==> src/hdl/lsc_pkg.sv <==
package lsc_pkg;

    // Default coordinate width
    localparam int CoordWidth = 16;

    // Configuration register indexes
    typedef enum logic [1:0] {
        CFG_X_LEFT   = 2'd0,
        CFG_X_RIGHT  = 2'd1,
        CFG_Y_BOTTOM = 2'd2,
        CFG_Y_TOP    = 2'd3
    } lsc_cfg_idx_t;

    // Window edges, in order of priority (the first listed wins)
    typedef enum logic [1:0] {
        EDGE_LEFT   = 2'd0,
        EDGE_RIGHT  = 2'd1,
        EDGE_TOP    = 2'd2,
        EDGE_BOTTOM = 2'd3
    } lsc_edge_t;

    // Lanes: the edges of endpoint a in edge order, then those of endpoint b
    localparam int NumLanes = 8;

    // Per-item control that rides alongside the coordinates
    typedef struct packed {
        logic [NumLanes-1:0] tries;  // edge intersection is a candidate
        logic [3:0]          c2;     // outcode of endpoint b
        logic [3:0]          c1;     // outcode of endpoint a
    } lsc_ctl_t;

endpackage

==> src/hdl/lsc_div.sv <==
module lsc_div
    import lsc_pkg::*;
#(
    parameter int W = CoordWidth
) (
    input  logic            aclk,
    input  logic            adv,
    input  logic [2*W+1:0]  num,
    input  logic [W:0]      den,
    input  logic            neg,
    output logic [2*W+1:0]  quo,
    output logic            rnd,
    output logic            neg_o
);

    localparam int DW = W + 1;
    localparam int PW = 2 * DW;

    // One quotient bit per stage, restoring
    logic [DW-1:0] rem_reg [PW];
    logic [PW-1:0] nq_reg  [PW];
    logic [DW-1:0] den_reg [PW];
    logic          neg_reg [PW];
    logic [DW-1:0] rem_nx  [PW];
    logic [PW-1:0] nq_nx   [PW];

    for (genvar i = 0; i < PW; i++) begin : g_stage
        logic [DW-1:0] rem_in;
        logic [PW-1:0] nq_in;
        logic [DW-1:0] den_in;
        logic [DW:0]   trial;
        logic [DW:0]   diff;
        logic          ge;

        if (i == 0) begin : g_first
            assign rem_in = '0;
            assign nq_in  = num;
            assign den_in = den;
        end else begin : g_next
            assign rem_in = rem_reg[i-1];
            assign nq_in  = nq_reg[i-1];
            assign den_in = den_reg[i-1];
        end

        assign trial = {rem_in, nq_in[PW-1]};
        assign ge    = (trial >= {1'b0, den_in});
        assign diff  = trial - {1'b0, den_in};

        // Shift in the next dividend bit, subtract when it fits
        assign rem_nx[i] = ge ? diff[DW-1:0] : trial[DW-1:0];
        assign nq_nx[i]  = {nq_in[PW-2:0], ge};
    end

    // Advance all stages
    always_ff @(posedge aclk) begin
        if (adv) begin
            den_reg[0] <= den;
            neg_reg[0] <= neg;
            for (int i = 0; i < PW; i++) begin
                rem_reg[i] <= rem_nx[i];
                nq_reg[i]  <= nq_nx[i];
            end
            for (int i = 1; i < PW; i++) begin
                den_reg[i] <= den_reg[i-1];
                neg_reg[i] <= neg_reg[i-1];
            end
        end
    end

    // Round half away from zero: remainder at least half the divisor
    assign quo   = nq_reg[PW-1];
    assign rnd   = ({rem_reg[PW-1], 1'b0} >= {1'b0, den_reg[PW-1]});
    assign neg_o = neg_reg[PW-1];

endmodule

==> config.mk <==
export PLATFORM = sky130hd
export DESIGN_NAME = lsc_div
export DESIGN_NICKNAME = d
export VERILOG_FILES = /design/src/hdl/lsc_pkg.sv /design/src/hdl/lsc_div.sv
export SDC_FILE = /design/constraint.sdc
export NUM_CORES = 2
export LEC_CHECK = 0
export BUFFER_PORTS_ARGS = -buffer_cell sky130_fd_sc_hd__buf_4
export CORE_ASPECT_RATIO = 1.4
export CORE_UTILIZATION = 25
export DETAILED_ROUTE_END_ITERATION = 10
export GPL_ROUTABILITY_DRIVEN = 0
export SYNTH_ARGS = -nofsm -noshare
export SYNTH_HDL_FRONTEND = slang
export SYNTH_SLANG_ARGS = --single-unit
export TNS_END_PERCENT = 1
==> constraint.sdc <==
create_clock -name aclk -period 7.72 [get_ports aclk]
set_input_delay 0.772 -clock aclk [delete_from_list [all_inputs] [get_ports aclk]]
set_output_delay 0.772 -clock aclk [all_outputs]
set_load 0.01 [all_outputs]
==> impl_metrics.tcl <==
set metrics [dict create \
    status "finished clean" \
    cts_root_buf "clkbuf_16" \
    postCtsSetupBuffers 0 \
    ys_seq_area_frac 0.6734 \
    grt_pass1_wl_microns 295600 \
    synth_ff_type "edfxtp_1" \
    via_count 56890 \
    synth_fp_nets 8004 \
    drc 0 \
    track_usage 0.08669 \
    cp-end-kind "flop" \
    path_class "flop to flop" \
    period_share 0.5326 \
    core.rowCount 280 \
    cts_tree "yes" \
    power.leakage_nw 45.20 \
    hold_depth 1 \
    tns_ns 0 \
    cts_sinks 2346 \
    post-route-min-period_ns 4.112 \
    io_buffers 89 \
    routed_wirelength_microns 190100 \
    grt_max_degree 160 \
    drtIter0Drc 2893 \
    overflow 0 \
    start_util 0.2516 \
    cts_made_buffers 270 \
    antenna_found_initial 1 \
    arrival_ns 4.76 \
    clk_path_buf_depth 4 \
    num_io_pins 90 \
    nNetsFinal 8348 \
    syn_avg_cell_area_sq_um 14.26 \
    vdd_drop_max_v 0.0001885 \
    via_per_inst 4.248 \
    min_path_type "input pin to flop" \
    reg2regPathDepth 13 \
    fmax_ghz 0.2432 \
    largest_reg_flops 1156 \
    ctsHtreeMaxLevel 5 \
    power.density_nw_per_um2 387.4 \
    crit_fanout 21 \
    synth.distinct_cells 83 \
    yosysWarnings 0 \
    synth-edff-count 2346 \
    die_y_microns 767.4 \
    fp.dieW_microns 548.7 \
    syn_inst 7338 \
    cp.required_ns 8.37 \
    fin_skew_ns 0.06108 \
    rsz0062_at_grt "false" \
    ant_nets 0 \
    syn2layout_area_growth_pct 15.78 \
    cts_resized 0 \
    drive_gt1_frac 0.1100 \
    wl_per_cell_microns 14.20 \
    hpwl_microns 130000 \
    drv_cap 0 \
    insertion_delay_ns 0.90 \
    hold_violations 0 \
    dieArea_sq_um 421100 \
    p_total_mw 46.92 \
    path_clk_slew_ns 0.06 \
    netlist_area_sq_um 104600 \
    dr.pass1.iters 5 \
    grt_pass1_vias 59180 \
    coreArea_sq_um 415800 \
    setup-violations-final 0 \
    worst_pin_slew_ns 1.119 \
    worstSetupStartpointType "flop" \
    synth-seq-cells 2346 \
    max_slew_margin 0.2537 \
    rrSetupSlack_ns 3.61 \
    slew_viol_final 0 \
    synthArstFlopShare 0 \
    post-route-util 0.2913 \
]
cell usage after synthesis (66+ instances only):
library cell / instances / share of area
o21bai_1: 80 / 0.0057
nand3_1: 83 / 0.0040
nand4_1: 66 / 0.0039
ha_1: 579 / 0.069
nand2_1: 345 / 0.012
mux2_2: 291 / 0.031
a21oi_1: 482 / 0.023
edfxtp_1: 2346 / 0.67
xor2_1: 157 / 0.013
o21ai_0: 345 / 0.017
clkbuf_1: 67 / 0.0024
a21o_1: 185 / 0.013
inv_1: 743 / 0.027
nor2_1: 369 / 0.013
nor3_1: 109 / 0.0052
xnor2_1: 283 / 0.024
metal layers:
| metal | vias up | routed length, microns | global-route usage | part of all wire |
|---|---|---|---|---|
| met5 | - | 0 | 0 | 0 |
| met4 | 0 | 11450 | 0.05249 | 0.060 |
| met3 | 565 | 6684 | 0.01636 | 0.035 |
| met2 | 897 | 107800 | 0.1790 | 0.57 |
| met1 | 27350 | 64230 | 0.07413 | 0.34 |
| li1 | 28080 | - | - | - |
worst max-delay path, cell delays in order, from the launching register on:
cell	delay [ns]
edfxtp_1	0.36
inv_1	0.08
ha_1	0.16
inv_1	0.05
fa_1	0.40
a21o_1	0.17
a21oi_1	0.30
o21ai_0	0.16
a221oi_1	0.74
a211o_1	0.24
and2_0	0.26
buf_4	0.23
inv_1	0.31
mux2_2	0.38
where the power goes:
group | switching (mW) | leakage, nW | internal, mW
logic | 8.67 | 18.2 | 7.32
registers | 1.14 | 22.9 | 17.4
clock network | 5.19 | 4.12 | 7.16
kinds of logic after synthesis:
logic type	Yosys count	synth area share
DFF	2346	0.6734
AOI/OAI and AO/OA	1512	0.09139
and+or+nand+nor	1275	0.05801
buffers and inverters	830	0.03008
adders and majority gates	612	0.07556
xor gates and xnor gates	440	0.03683
muxes	323	0.03477
path summary, 6_finish.rpt:
check,from,endpoint
worst max-delay path,nq_reg[19][33],rem_reg[20][5]
worst min-delay path,den[8],den_reg[0][8]
worst max register to register,nq_reg[19][33],rem_reg[20][5]
worst min register to register,nq_reg[27][8],nq_reg[28][9]
layout make-up:
class                   instances  area (sq um)
diodes                          5         12.51
clock buffers                 327          7056
clock inverters               152          1413
fillers                     41510        294700
inverters                     744          2793
multi-input cells            4162         31070
flip-flops and latches       2346         70450
well taps                    5499          6880
repair buffers                158          1456
cell usage in the layout (no fill, tap or decap), types with 59 or more instances in the layout:
cell type / instances
a21oi_1: 481
nand3_1: 83
nand2_1: 345
o21ai_0: 343
xor2_1: 157
xnor2_1: 283
nor3_1: 108
a21o_1: 185
nand2b_1: 59
nand4_1: 66
o21bai_1: 80
clkbuf_16: 274
inv_1: 743
edfxtp_1: 2346
ha_1: 579
buf_4: 121
mux2_2: 291
clkinv_1: 60
nor2_1: 369
what timing repair did:
action,CTS,global route
hold endpoints to repair,20,0
hold buffers,20,0
setup endpoints to repair,0,0
stage by stage:
stage | worst slack (ns) | instance area (sq um) | std cells | hold slack [ns]
4_1_cts | 3.586 | 121100 | 13390 | 0.001884
3_5_place_dp | 3.594 | 112400 | 12890 | 0.4045
5_1_grt | 3.345 | 121100 | 13390 | 0.02285
6_report | 3.608 | 121100 | 13390 | 0.09631
3_3_place_gp | 3.599 | 112400 | 12890 | 0.4002
2_1_floorplan | 4.227 | 104600 | 7338 | 0.4003
No activity file was read; power rests on OpenSTA's default activity.
