File: config.mk
export PLATFORM = sky130hd
export DESIGN_NAME = lsc_back
export DESIGN_NICKNAME = d
export VERILOG_FILES = /design/src/hdl/lsc_pkg.sv /design/src/hdl/lsc_back.sv
export SDC_FILE = /design/constraint.sdc
export NUM_CORES = 2
export LEC_CHECK = 0
export ABC_AREA = 1
export BUFFER_PORTS_ARGS = -buffer_cell sky130_fd_sc_hd__buf_2
export CAP_MARGIN = 20
export CORE_MARGIN = 2
export CORE_UTILIZATION = 45
export DETAILED_ROUTE_END_ITERATION = 10
export GPL_TIMING_DRIVEN = 0
export HOLD_SLACK_MARGIN = 0.03
export PLACE_DENSITY = 0.65
export RECOVER_POWER = 100
export REMOVE_ABC_BUFFERS = 1
export SYNTH_ARGS = -nofsm -noshare
export SYNTH_HDL_FRONTEND = slang
export SYNTH_SLANG_ARGS = --single-unit
export TNS_END_PERCENT = 100
File: constraint.sdc
create_clock -name aclk -period 6.02 [get_ports aclk]
set_input_delay 1.806 -clock aclk [delete_from_list [all_inputs] [get_ports aclk]]
set_output_delay 1.806 -clock aclk [all_outputs]
set_load 0.01 [all_outputs]
File: src/hdl/lsc_pkg.sv
package lsc_pkg;

    // Default coordinate width
    localparam int CoordWidth = 16;

    // Configuration register indexes
    typedef enum logic [1:0] {
        CFG_X_LEFT   = 2'd0,
        CFG_X_RIGHT  = 2'd1,
        CFG_Y_BOTTOM = 2'd2,
        CFG_Y_TOP    = 2'd3
    } lsc_cfg_idx_t;

    // Window edges, in order of priority (the first listed wins)
    typedef enum logic [1:0] {
        EDGE_LEFT   = 2'd0,
        EDGE_RIGHT  = 2'd1,
        EDGE_TOP    = 2'd2,
        EDGE_BOTTOM = 2'd3
    } lsc_edge_t;

    // Lanes: the edges of endpoint a in edge order, then those of endpoint b
    localparam int NumLanes = 8;

    // Per-item control that rides alongside the coordinates
    typedef struct packed {
        logic [NumLanes-1:0] tries;  // edge intersection is a candidate
        logic [3:0]          c2;     // outcode of endpoint b
        logic [3:0]          c1;     // outcode of endpoint a
    } lsc_ctl_t;

endpackage

File: src/hdl/lsc_back.sv
module lsc_back
    import lsc_pkg::*;
#(
    parameter int W = CoordWidth
) (
    input  logic                            aclk,
    input  logic                            aresetn,
    input  logic                            adv,
    input  logic                            in_valid,
    input  logic [NumLanes-1:0][2*W+1:0]    quo,
    input  logic [NumLanes-1:0]             rnd,
    input  logic [NumLanes-1:0]             neg,
    input  lsc_ctl_t                        ctl,
    input  logic [4*W-1:0]                  coords,
    input  logic [W-1:0]                    win_l,
    input  logic [W-1:0]                    win_r,
    input  logic [W-1:0]                    win_b,
    input  logic [W-1:0]                    win_t,
    output logic                            out_valid,
    output logic                            visible,
    output logic [W-1:0]                    r1x,
    output logic [W-1:0]                    r1y,
    output logic [W-1:0]                    r2x,
    output logic [W-1:0]                    r2y
);

    localparam int DW = W + 1;
    localparam int PW = 2 * DW;
    localparam int VW = PW + 3;

    logic                            sv_valid_reg;
    logic [NumLanes-1:0][VW-1:0]     v_reg, v_next;
    lsc_ctl_t                        ctlv_reg;
    logic [4*W-1:0]                  crdv_reg;

    logic            o_valid_reg;
    logic            vis_reg, vis_next;
    logic [W-1:0]    r1x_reg, r1x_next, r1y_reg, r1y_next;
    logic [W-1:0]    r2x_reg, r2x_next, r2y_reg, r2y_next;

    // Apply rounding and sign, add the offset to the endpoint
    always_comb begin
        logic [W-1:0]   base;
        logic [PW:0]    qr;
        logic [VW-1:0]  ofs;
        for (int e = 0; e < NumLanes; e++) begin
            if (e[1]) begin
                base = (e >= 4) ? coords[2*W +: W] : coords[0 +: W];
            end else begin
                base = (e >= 4) ? coords[3*W +: W] : coords[W +: W];
            end
            qr  = {1'b0, quo[e]} + (PW+1)'(rnd[e]);
            ofs = neg[e] ? (VW'(0) - {2'b00, qr}) : {2'b00, qr};
            v_next[e] = {{(VW-W){base[W-1]}}, base} + ofs;
        end
    end

    // Test lanes against the window, pick the first edge per endpoint
    always_comb begin
        logic signed [VW-1:0] sl, sr, sb, st, lo, hi, v;
        logic [1:0]           ok_end;
        logic [W-1:0]         cx [2];
        logic [W-1:0]         cy [2];
        logic [3:0]           c1, c2;
        sl = VW'(signed'(win_l));
        sr = VW'(signed'(win_r));
        sb = VW'(signed'(win_b));
        st = VW'(signed'(win_t));
        ok_end = 2'b00;
        for (int p = 0; p < 2; p++) begin
            cx[p] = '0;
            cy[p] = '0;
            for (int k = 3; k >= 0; k--) begin
                v  = signed'(v_reg[p*4+k]);
                lo = (k >= 2) ? sl : sb;
                hi = (k >= 2) ? sr : st;
                if (ctlv_reg.tries[p*4+k] && (v >= lo) && (v <= hi)) begin
                    ok_end[p] = 1'b1;
                    case (lsc_edge_t'(k[1:0]))
                        EDGE_LEFT:   begin cx[p] = win_l;      cy[p] = v[W-1:0]; end
                        EDGE_RIGHT:  begin cx[p] = win_r;      cy[p] = v[W-1:0]; end
                        EDGE_TOP:    begin cx[p] = v[W-1:0];   cy[p] = win_t;    end
                        EDGE_BOTTOM: begin cx[p] = v[W-1:0];   cy[p] = win_b;    end
                        default:     begin cx[p] = '0;         cy[p] = '0;       end
                    endcase
                end
            end
        end
        c1 = ctlv_reg.c1;
        c2 = ctlv_reg.c2;
        r1x_next = crdv_reg[0 +: W];
        r1y_next = crdv_reg[W +: W];
        r2x_next = crdv_reg[2*W +: W];
        r2y_next = crdv_reg[3*W +: W];
        vis_next = 1'b1;
        if ((c1 | c2) != 4'd0) begin
            if ((c1 & c2) != 4'd0) begin
                vis_next = 1'b0;
            end else if (c1 == 4'd0) begin
                vis_next = ok_end[1];
                r2x_next = cx[1];
                r2y_next = cy[1];
            end else if (c2 == 4'd0) begin
                vis_next = ok_end[0];
                r1x_next = crdv_reg[2*W +: W];
                r1y_next = crdv_reg[3*W +: W];
                r2x_next = cx[0];
                r2y_next = cy[0];
            end else begin
                vis_next = ok_end[0] && ok_end[1];
                r1x_next = cx[0];
                r1y_next = cy[0];
                r2x_next = cx[1];
                r2y_next = cy[1];
            end
        end
        // Zero the endpoints of an invisible segment
        if (!vis_next) begin
            r1x_next = '0;
            r1y_next = '0;
            r2x_next = '0;
            r2y_next = '0;
        end
    end

    // Advance valid bits
    always_ff @(posedge aclk) begin
        if (!aresetn) begin
            sv_valid_reg <= 1'b0;
            o_valid_reg  <= 1'b0;
        end else if (adv) begin
            sv_valid_reg <= in_valid;
            o_valid_reg  <= sv_valid_reg;
        end
    end

    // Advance payload
    always_ff @(posedge aclk) begin
        if (adv) begin
            v_reg    <= v_next;
            ctlv_reg <= ctl;
            crdv_reg <= coords;
            vis_reg  <= vis_next;
            r1x_reg  <= r1x_next;
            r1y_reg  <= r1y_next;
            r2x_reg  <= r2x_next;
            r2y_reg  <= r2y_next;
        end
    end

    assign out_valid = o_valid_reg;
    assign visible   = vis_reg;
    assign r1x       = r1x_reg;
    assign r1y       = r1y_reg;
    assign r2x       = r2x_reg;
    assign r2y       = r2y_reg;

endmodule

==> summary.txt <==
Drt pass-1 iters = 6
Net switching power = 7149 uW
Die width = 374.6 um
R2r startpoint = v_reg[2]
GR Util met1 = 0.4320
CTS tree = built
Design Area, Final = 69370 um^2
Power Internal = 8896 uW
Worst Setup Path Type = input pin to flip-flop
Number of flip-flops in the largest register = 296
Dpl cells = 11070
Final Hold Viols = 0
Max cap viols = 1
Layout cell share with drive strength beyond 1 = 0.09397
Worst-Skew Late Latency = 700 ps
I/O pin total = 502
Vias per cell = 5.557
Final setup viols = 0
Port buffer count = 501
Clock sinks = 443
Synth unique cells = 71
Residual DRC = 0
Clock Power Share = 0.229
P_leak = 0.03343 uW
Yosys reg bits = 443
Crit-path leading delay family = simple AND/OR/NAND/NOR gates
Ys Warns = 0
Initial antenna violation count = 33
Post-layout nets = 10740
Util after Layout = 0.5108
Hold path startpoint = sv_valid_reg
F_max = 170.4 MHz
Starting Density = 0.4551
Critical Path, Cell by Cell = buf_2, inv_4, buf_16, ha_1, nand2_1, nor2_1, nand2_1, nor3_1, nand4_1, nand4_1, nand3_4, nand3_4, buf_12, nand2_1, nand3b_1, nand3_1, nand2_2, inv_6, a21oi_2
Comb power frac = 0.475
Vias in the first global route = 57100
Total CTS buffers = 57
Max Slew Vio Count = 44
Worst path bufs/invs = 5
First-pass GRT wire length = 328.8 mm
Most used routing layer = met2
Core area = 135800 um^2
P&R area growth vs syn = 12.26%
Synth top area cells = edfxtp_1 21%, ha_1 19%, nand2_1 12%
Post-DP HPWL = 179.2 mm
Sw Share = 0.4455
Top cell type by total area after synthesis = edfxtp_1
Origin of the worst setup path = win_t[15]
Worst hold slack = 497.2 ps
Flop pwr share = 0.296
Die area = 140300 um^2
H-tree Lvls = 2
Failing checks = capacitance limit, slew limit
GR Util met2 = 0.4510
Sequential element share of the synthesized area = 0.2149
Gr usage total = 0.2973
Hold_buf cts = 0
Critical path data required time = 6400 ps
R2R setup slack = 1410 ps
Drt wl/cell = 19.53 um
Routed vias = 62310
Core Rows = 135
CP max stage delay = 450 ps
Grt total ovfl = 0
CTS clk-pin slew, worst paths = 60 ps
Setup ws final = 152.1 ps
Slew Limit Headroom = -0.5288
Unrepaired setup endpoints after global routing = yes
Synth Area per Inst = 6.948 um^2
Largest net degree at the start of global routing = 119
Slew @ Worst Pin = 2293 ps
Min Clock Period, post-route = 5868 ps
Antenna Nets Post-Route = 0
Routability cong. = 0.9928
Tcrit/Tclk final = 0.9747
Slowest CP cell = inv_6
Worst hold path class = flip-flop to flip-flop
Final wirelength = 219.0 mm
Placed cell areas = 66510 um^2
Root buf cell = clkbuf_16
Most numerous cell on the critical path = nand2_1
Worst Setup Start Kind = input pin
R2r endpoint = r2y[10]
Met3 Track Usage GR = 0.04801
Synth top area share = 0.2143
Post-Syn Instances = 8894
Initial drt markers = 5573
Skew final = 42.88 ps
Hold Path End = out_valid
Critical path arrival = 6250 ps
Status = finished with violations
Max FO, Critical Path = 67
Die height = 374.6 um
Max Root-Sink Buffers = 3
WHS Path Cells = 2
Worst VDD drop = 239.3 uV
Crit. End Element = flip-flop
Place WS = -1837 ps
Mapped Area = 61800 um^2
Final Non-Filler Cells = 11210
Reg2reg path depth = 17
Pwr per Cell Area = 231.3 nW/um^2
-- placed cells by master (no fill, tap or decap), types with 29 or more instances in the layout --
cell type	count
xnor2_1	199
nor3_1	154
nor2_1	1056
nand2_1	1981
o21ai_1	39
nor2_2	55
nand4_1	279
o21ai_0	231
clkbuf_16	59
ha_1	919
a21oi_1	693
edfxtp_1	441
buf_2	439
inv_1	1134
xor2_1	527
a21o_1	29
nor4_1	78
clkbuf_1	66
a31oi_1	69
nand3_1	458
o21a_1	44
-- through the flow --
| step | TNS (ps) | power, uW |
|---|---|---|
| 2_1_floorplan | -82590 | 9535 |
| 3_5_place_dp | -133150 | 12090 |
| 4_1_cts | 0 | 15870 |
| 6_report | 0 | 16040 |
| 5_1_grt | -555.9 | 17200 |
| 3_3_place_gp | -2028850 | 11930 |
-- power by group through the flow --
stage	registers [uW]	clock network [uW]	logic, uW
6_report	4750	3670	7630
5_1_grt	4770	3860	8560
4_1_cts	4720	3750	7400
3_5_place_dp	4780	0	7320
3_3_place_gp	4820	0	7110
2_1_floorplan	4480	0	5050
-- cell type report --
type / instances / area, um^2
tap: 1781 / 2228
clock buffer: 62 / 1488
antenna: 13 / 32.53
clock inverter: 44 / 476.7
timing repair inverter: 2 / 17.52
inverter: 1158 / 4387
timing repair buffer: 538 / 3022
multi-input combinational: 7171 / 44440
fill: 13780 / 66430
sequential: 443 / 13280
-- worst max-delay path by stage --
stage	slack, ps	endpoint	cells past startpoint
after global routing	-180	v_reg[73]	31
after detailed placement	-1840	r2y[1]	19
after floorplan	-1280	r1x[0]	18
final	150	r2y[10]	19
after global placement	-5220	r2y[1]	17
after CTS	5	v_reg[73]	31
-- cells by family (layout without fill, tap and decap cells) --
family / count (synthesis) / in the layout / share of synthesized area
AOI/OAI and AO/OA: 1245 / 1245 / 0.1104
xor gates and xnor gates: 743 / 743 / 0.1058
adders and majority gates: 934 / 934 / 0.1901
buffers and inverters: 1282 / 1804 / 0.07870
DFF: 443 / 443 / 0.2149
other: 0 / 13 / 0
and+or+nand+nor: 4247 / 4249 / 0.3001
-- timing repair --
item                                    in CTS  in global routing
pin swaps                                    1                 13
resized for setup                           14                153
gates cloned                                 1                  3
endpoints found under the hold margin        0                  0
endpoints found under the setup margin      65                120
buffers inserted                             0                 15
-- cells in the mapped netlist (all sizes together) --
cell type / n
nand2: 2002
inv: 1154
nor2: 1136
ha: 926
a21oi: 727
xor2: 540
nand3: 483
edfxtp: 441
nand4: 284
o21ai: 278
xnor2: 203
nor3: 187
nor4: 92
clkbuf: 88
a31oi: 69
o21a: 44
buf: 36
or2: 31
a21o: 29
o211ai: 22
o221ai: 17
a21boi: 12
o31ai: 12
nand3b: 11
fa: 8
nor3b: 8
o2111ai: 8
a211oi: 7
a221oi: 6
and3: 5
nor4b: 5
clkinv: 4
o21bai: 3
a22o: 2
a311o: 2
a41oi: 2
and2: 2
dfxtp: 2
o221a: 2
nand2b: 1
o211a: 1
o22a: 1
o311ai: 1
-- worst register-to-register path: cells and delay by family, from the launching register on --
kind	cells	cell delay, ps
adders and majority gates	1	360
and+or+nand+nor	10	1700
buffers and inverters	3	1150
DFF	1	510
AOI/OAI and AO/OA	3	630
-- routing by layer --
| layer | share of wire | vias up |
|---|---|---|
| met3 | 0.082 | 298 |
| met4 | 0.029 | 26 |
| met5 | 0.00074 | - |
| met2 | 0.42 | 2155 |
| met1 | 0.47 | 28880 |
| li1 | - | 30950 |
Power figures use the tool's default switching activity.
